<file path="src/rtl/fba_pkg.sv">
package fba_pkg;

   localparam int ADDR_W = 27;
   localparam int EFR_W = 15;
   localparam int OP_W = 3;
   localparam int CFG_W = 16;
   localparam int WORD_BITS = 32;
   localparam int BIT_W = 5;
   localparam int STEP_W = 4;
   localparam logic [CFG_W-1:0] FRAME_COUNT_RST = 16'd32768;

   localparam logic [OP_W-1:0] OP_MARK_USED   = 3'd0;
   localparam logic [OP_W-1:0] OP_MARK_FREE   = 3'd1;
   localparam logic [OP_W-1:0] OP_TEST        = 3'd2;
   localparam logic [OP_W-1:0] OP_ALLOC_ENTRY = 3'd3;
   localparam logic [OP_W-1:0] OP_FREE_ENTRY  = 3'd4;

   typedef logic [STEP_W-1:0] step_type;

   typedef enum logic [3:0] {
      C_NONE,
      C_ALWAYS,
      C_CLR_LAST,
      C_ACCEPT,
      C_SKIP,
      C_RANGE_BAD,
      C_ALLOC,
      C_SEARCH_END,
      C_WORD_FULL,
      C_OUT_FREE
   } cond_type;

   typedef enum logic [2:0] {
      M_NONE,
      M_CLEAR,
      M_RD_TGT,
      M_WR_MOD,
      M_RD_CNT,
      M_WR_ALLOC
   } mem_op_type;

   typedef enum logic [1:0] {
      CNT_HOLD,
      CNT_CLR,
      CNT_INC
   } cnt_op_type;

   typedef enum logic [2:0] {
      RES_NONE,
      RES_CLEAR,
      RES_RMW,
      RES_ALLOC,
      RES_FAIL
   } res_op_type;

   typedef struct packed {
      cond_type   cond;
      step_type   target;
      logic       stay;
      mem_op_type mem_op;
      cnt_op_type cnt_op;
      res_op_type res_op;
      logic       accept;
      logic       emit;
   } ctrl_type;

   typedef struct packed {
      logic clr_last;
      logic accept;
      logic skip;
      logic range_bad;
      logic is_alloc;
      logic search_end;
      logic word_full;
      logic out_free;
   } cond_flags_type;

   typedef struct packed {
      logic              is_used;
      logic [ADDR_W-1:0] alloc_address;
      logic              present;
      logic              writable;
      logic              user;
      logic [EFR_W-1:0]  frame;
      logic              changed;
      logic              failed;
   } rsp_type;

endpackage

</file>
<file path="src/rtl/fba_useq.sv">
module fba_useq (
   input  logic                    clock,
   input  logic                    reset,
   input  fba_pkg::cond_flags_type flags,
   output fba_pkg::ctrl_type       ctrl
);
   import fba_pkg::*;

   localparam step_type S_CLR     = 4'd0;
   localparam step_type S_IDLE    = 4'd1;
   localparam step_type S_DISP    = 4'd2;
   localparam step_type S_RANGE   = 4'd3;
   localparam step_type S_ISALLOC = 4'd4;
   localparam step_type S_RD      = 4'd5;
   localparam step_type S_MOD     = 4'd6;
   localparam step_type S_SRD     = 4'd7;
   localparam step_type S_SCHK    = 4'd8;
   localparam step_type S_SSET    = 4'd9;
   localparam step_type S_FAIL    = 4'd10;
   localparam step_type S_EMIT    = 4'd11;

   // The control store. A taken condition jumps to the target; otherwise the
   // step either holds (stay) or advances by one.
   function automatic ctrl_type rom(input step_type s);
      ctrl_type w;
      w = '0;
      unique case (s)
         S_CLR: begin
            w.cond = C_CLR_LAST; w.target = S_IDLE; w.stay = 1'b1;
            w.mem_op = M_CLEAR; w.cnt_op = CNT_INC;
         end
         S_IDLE: begin
            w.cond = C_ACCEPT; w.target = S_DISP; w.stay = 1'b1;
            w.accept = 1'b1; w.cnt_op = CNT_CLR; w.res_op = RES_CLEAR;
         end
         S_DISP: begin
            w.cond = C_SKIP; w.target = S_EMIT;
         end
         S_RANGE: begin
            w.cond = C_RANGE_BAD; w.target = S_FAIL;
         end
         S_ISALLOC: begin
            w.cond = C_ALLOC; w.target = S_SRD;
         end
         S_RD: begin
            w.mem_op = M_RD_TGT;
         end
         S_MOD: begin
            w.cond = C_ALWAYS; w.target = S_EMIT;
            w.mem_op = M_WR_MOD; w.res_op = RES_RMW;
         end
         S_SRD: begin
            w.cond = C_SEARCH_END; w.target = S_FAIL;
            w.mem_op = M_RD_CNT; w.cnt_op = CNT_INC;
         end
         S_SCHK: begin
            w.cond = C_WORD_FULL; w.target = S_SRD;
         end
         S_SSET: begin
            w.cond = C_ALWAYS; w.target = S_EMIT;
            w.mem_op = M_WR_ALLOC; w.res_op = RES_ALLOC;
         end
         S_FAIL: begin
            w.res_op = RES_FAIL;
         end
         S_EMIT: begin
            w.cond = C_OUT_FREE; w.target = S_IDLE; w.stay = 1'b1;
            w.emit = 1'b1;
         end
         default: begin
            w.cond = C_ALWAYS; w.target = S_IDLE;
         end
      endcase
      return w;
   endfunction

   step_type step_ff, step_in;
   logic     hit;

   assign ctrl = rom(step_ff);

   always_comb begin
      unique case (ctrl.cond)
         C_NONE:       hit = 1'b0;
         C_ALWAYS:     hit = 1'b1;
         C_CLR_LAST:   hit = flags.clr_last;
         C_ACCEPT:     hit = flags.accept;
         C_SKIP:       hit = flags.skip;
         C_RANGE_BAD:  hit = flags.range_bad;
         C_ALLOC:      hit = flags.is_alloc;
         C_SEARCH_END: hit = flags.search_end;
         C_WORD_FULL:  hit = flags.word_full;
         C_OUT_FREE:   hit = flags.out_free;
         default:      hit = 1'b0;
      endcase
      if (hit) begin
         step_in = ctrl.target;
      end else if (ctrl.stay) begin
         step_in = step_ff;
      end else begin
         step_in = step_ff + step_type'(1);
      end
   end

   always_ff @(posedge clock) begin
      if (reset) begin
         step_ff <= S_CLR;
      end else begin
         step_ff <= step_in;
      end
   end

endmodule
</file>
<file path="config.mk">
export PLATFORM = sky130hd
export DESIGN_NAME = fba_useq
export DESIGN_NICKNAME = d
export VERILOG_FILES = /design/src/rtl/fba_pkg.sv /design/src/rtl/fba_useq.sv
export SDC_FILE = /design/constraint.sdc
export NUM_CORES = 1
export LEC_CHECK = 0
export BUFFER_PORTS_ARGS = -buffer_cell sky130_fd_sc_hd__buf_2
export CAP_MARGIN = 20
export CORE_UTILIZATION = 47
export CTS_CLUSTER_DIAMETER = 150
export DETAILED_ROUTE_END_ITERATION = 8
export PLACE_DENSITY = 0.89
export SYNTH_ARGS = -nofsm -noshare
export SYNTH_HDL_FRONTEND = slang
export SYNTH_SLANG_ARGS = --single-unit
</file>
<file path="constraint.sdc">
create_clock -name clock -period 2.2 [get_ports clock]
set_input_delay 0.11 -clock clock [delete_from_list [all_inputs] [get_ports clock]]
set_output_delay 0.11 -clock clock [all_outputs]
set_load 0.01 [all_outputs]
</file>
Word-level counts from Yosys, hierarchy flattened
Cells that the tools add are included.
W data, S select, Z words.
{"block": "classes", "addsub": 1, "n_eq_ne": 21, "muxes": 10, "n_reduce_logical": 5}
{"cell": "$pmux W8 S10", "count": 1}
{"cell": "$eq A4 B3 Y1 const B", "count": 8}
{"cell": "$eq A4 B4 Y1 const B", "count": 6}
{"cell": "$eq A4 B2 Y1 const B", "count": 4}
{"cell": "$pmux W3 S5", "count": 1}
{"cell": "$pmux W3 S4", "count": 1}
{"cell": "$pmux W1 S9", "count": 1}
{"cell": "$eq A4 B1 Y1 const B", "count": 2}
{"cell": "$mux W4", "count": 2}
{"cell": "$reduce_or A2 Y1", "count": 3}
{"cell": "$add A4 B1 Y4 const B", "count": 1}
{"cell": "$logic_not A4 Y1", "count": 1}
{"cell": "$pmux W2 S2", "count": 1}
{"cell": "$mux W1", "count": 3}
{"cell": "$reduce_or A3 Y1", "count": 1}
{"cell": "$ne A2 B1 Y1 const B", "count": 1}
{"block": "word_totals", "reg_bits": 4, "inputBits": 10, "out_inout_bits": 19, "elab_cells": 38}

Logic depth before layout (Yosys ltp)
{"block": "logic_depth", "depth_word": 6, "ltp_mapped": 9, "ltp_nobuf": 9}

Worst setup path after synthesis
Ideal clock, no wire load.
{"block": "synth_timing", "kind": "register to register", "from": "register step_ff[0]", "to": "register step_ff[1]", "setup_ns": 0.122, "arrival_ns": 1.960, "t_required_ns": 2.078, "path_slack_ns": 0.118, "path_stages_with_launch": 10, "n_path_buf": 1, "period_less_slack_ns": 2.082, "path_cell_list": "dfxtp_1 -> inv_1 -> ha_1 -> buf_2 -> o21ba_2 -> a32oi_4 -> nor3_2 -> o31a_1 -> nor3_1 -> a211oi_1"}
{"item": "from (decl)", "line": "fba_useq.sv:77", "source": "step_type step_ff, step_in;"}
{"item": "from (signal assigned)", "line": "fba_useq.sv:109", "source": "step_ff <= step_in;"}

Final worst setup path
{"block": "layout_timing", "from": "register step_ff[0]", "to": "register step_ff[3]"}
{"block": "layout_between", "elab_chain_cells": 6, "elab_cells_between_ends": 31, "classes_between": "add/sub: 1; eq/ne: 21; mux: 5; reduce/logical: 4"}
{"item": "$eq A4 B4 Y1 or $eq A4 B3 Y1 (tied branches)", "line": "fba_useq.sv:27", "source": "unique case (s)"}
{"item": "$reduce_or A2 Y1 (no source line)"}
{"item": "$pmux W8 S10", "line": "fba_useq.sv:27"}
{"item": "$eq A4 B4 Y1, or another cell as far along", "line": "fba_useq.sv:83", "source": "unique case (ctrl.cond)"}
{"item": "$pmux W1 S9", "line": "fba_useq.sv:83"}
{"item": "$ne A2 B1 Y1 (no source line) or $mux W4 (tied branches)"}
Several ways; a longest one is shown, not always the timed one. The select of a mux whose other input is x is not followed.
A chain may end at the register's enable or synchronous reset.

==> metrics.md <==
| Metric | Value |
|---|---|
| Kind of critical path | reg -> reg |
| Complex-gate fraction of the synthesized area | 39.76% |
| PwrDens | 1952 nW/um^2 |
| Synth top area share | 10.92% |
| GR Layer Usage met3 | 6.087% |
| Tot Pwr | 2.115 mW |
| Crit start category | register |
| PnR worst setup slack | 0.05008 ns |
| Synth Cell Area | 733.2 sq um |
| Area contributors post-synth | dfxtp_1 11%, ha_1 6.8%, nor3_1 6.1% |
| I/O pins | 29 |
| CTS tree | yes |
| Synth Instances | 93 |
| Layout area overhead | 47.78% |
| Skew final | 0.006064 ns |
| Peak VDD IR | 0.001219 V |
| Layout cells sized above 1 | 56.06% |
| Leakage | 0.5062 nW |
| Endpoint class of the critical path | register |
| Ys Warns | 0 |
| Met1 usage | 28.91% |
| Outcome | complete, no violations |
| Setup violations, final | 0 |
| Synth Register Bits | 4 |
| Later-pin clock latency in the skew report | 0.24 ns |
| Proportion of synthesized area in mux cells | 4.778% |
| Core area | 1383 sq um |
| Overflow left after global routing | 0 |
| Least-Margin Pin Slew | 0.4119 ns |
| Sequential element share of the synthesized area | 10.92% |
| Final hold violation count | 0 |
| Cell Count, Final, Fillers Out | 147 |
| Drt wl/cell | 16.29 um |
| Placed inst area | 915.9 sq um |
| CTS buffer count | 3 |
| Reg2reg setup slack | 0.05 ns |
| Most flops, register | step_ff |
| Comb power frac | 87.3% |
| Gp weighted congestion | 0.8667 |
| EDFF count, synth | 0 |
| Setup_tns | 0 ns |
| Simple-gate share of the synthesized area | 23.72% |
| # rows | 13 |
| Fin util | 78.37% |
| FMAX | 465.1 MHz |
| Syn nets | 107 |
| Initial Utilization | 53.03% |
| Depth of the CTS H-tree | 1 |
| Req. time, crit path | 2.35 ns |
| Remaining antenna violation count after routing | 0 |
| Die Area | 1722 sq um |
| Placed Instances | 139 |
| Final min period | 2.150 ns |
| Largest net degree at the start of global routing | 12 |
| CP Max Fanout | 6 |
| Grt peak-use layer | met2 |
| Final Hold Slack | 0.1019 ns |
| Post-Synth Adder-Cell Area | 6.826% |
| Asr flop ratio synth | 0% |
| Vias in the first global route | 827 |
| Tcrit/Tclk final | 97.72% |
| CTS clk-pin slew, worst paths | 0.04 ns |
| Vias per cell | 6.116 |
| Drt drc | 0 |
| CP Data Arrival Time | 2.30 ns |
| Biggest regs | step_ff x4 |
| GR Util All Layers | 24.28% |
| Fin nets | 148 |
| Cell Int Power | 1.040 mW |
| Sink Count | 4 |
| Hold Crit Class | in -> reg |
| Diodes inserted | 0 |
| Worst-case clock buffer depth | 2 |
| Max-slew headroom | 72.33% |
| Switching share of power | 50.83% |
| Post-Route WL | 2.395 mm |
| Vias | 899 |
| MaxCap Viol Count | 0 |
| Unique masters post-synth | 46 |
| Design Area, Final | 1084 sq um |
| DIE WIDTH | 41.50 um |
| Pre-CTS WS | -0.09504 ns |
| HPWL after detailed placement | 1.635 mm |
| Drt initial violations | 32 |
| Slew Viols, Final | 0 |
| Reg power frac | 8.4% |
| Most used DFF post-synth | dfxtp_1 |
| First-pass GRT wire length | 3.353 mm |
| Die height | 41.50 um |
| Main combinational cell family by area after synthesis | compound AO/OA/AOI/OAI gates |
| 1st-pass router iterations | 4 |
| Count of input and output buffers | 28 |
| Clock root buffer | clkbuf_4 |
| Synth Area per Inst | 7.884 sq um |
| Area leader, netlist | dfxtp_1 |
| Initial antenna violation count | 0 |
| Post-CTS Hold Buffers | 0 |
| XOR/XNOR share of the synthesized area | 2.389% |
| Clock Power Share | 4.2% |
| Max reg flops | 4 |
| Global routing usage on met2 | 43.44% |
| Sw Pwr | 1.075 mW |
synth_stat cells, types with 3 or more instances:
cell,count
nor2_1,5
dfxtp_1,4
inv_1,6
nor3_1,9
ha_1,4
buf_4,4
nand3_1,3
a21oi_1,7
o21a_1,3
a211oi_1,5
timing repair:
action                     4_1_cts  5_1_grt
buffers inserted                 2        3
gates resized for setup          9       13
pin swaps                        7        7
setup endpoints to repair        3        4
cells in the final DEF (no fill, tap or decap), types with 3 or more instances in the layout:
master / n
a211oi_1: 4
a21oi_1: 7
buf_2: 28
buf_4: 16
clkbuf_4: 3
ha_4: 3
inv_1: 4
inv_2: 3
nand3_1: 3
nor2_1: 4
nor3_1: 8
o21a_1: 3
kinds of logic (layout without fill, tap and decap cells):
group                    after synthesis  count (layout)
XOR/XNOR                               2               2
multiplexers                           3               3
adder cells (fa/ha/maj)                4               4
AND/OR/NAND/NOR                       30              30
buffers and inverters                 15              54
AO/OA/AOI/OAI                         35              35
flip-flops                             4               4
power groups by stage:
stage               Combinational, mW  Clock, mW  Sequential, mW
floorplan                        1.09          0           0.134
global placement                 1.43          0           0.154
detailed placement               1.49          0           0.160
CTS                              1.63     0.0894           0.162
global route                     1.97     0.0952           0.182
finish                           1.85     0.0898           0.178
area by class of cell:
cell class / count / area, sq um
Timing Repair Buffer: 44 / 260.3
Tap cell: 15 / 18.77
Sequential cell: 4 / 86.33
Inverter: 7 / 26.28
Clock buffer: 3 / 22.52
Multi-Input combinational cell: 74 / 669.4
Fill cell: 94 / 299.0
critical path, stage by stage, from the launching register on:
cell and delay (ns):
dfxtp_2 0.37, inv_2 0.08, ha_4 0.19, mux2_4 0.30, o211a_1 0.25, a2111oi_4 0.34
o32a_4 0.28, nor3_1 0.05, a211oi_1 0.22
layer usage:
layer / vias to the layer above / part of all wire, %
li1: 421 / -
met3: 7 / 6.0
met2: 47 / 53
met5: - / 0
met1: 424 / 39
met4: 0 / 1.6
worst paths after layout:
check	start	to	cells past startpoint
setup / recovery	step_ff[0]	step_ff[3]	8
hold / removal	reset	step_ff[0]	2
setup reg to reg	step_ff[0]	step_ff[3]	8
hold reg to reg	step_ff[0]	step_ff[0]	3
No activity file was read; power rests on OpenSTA's default activity.
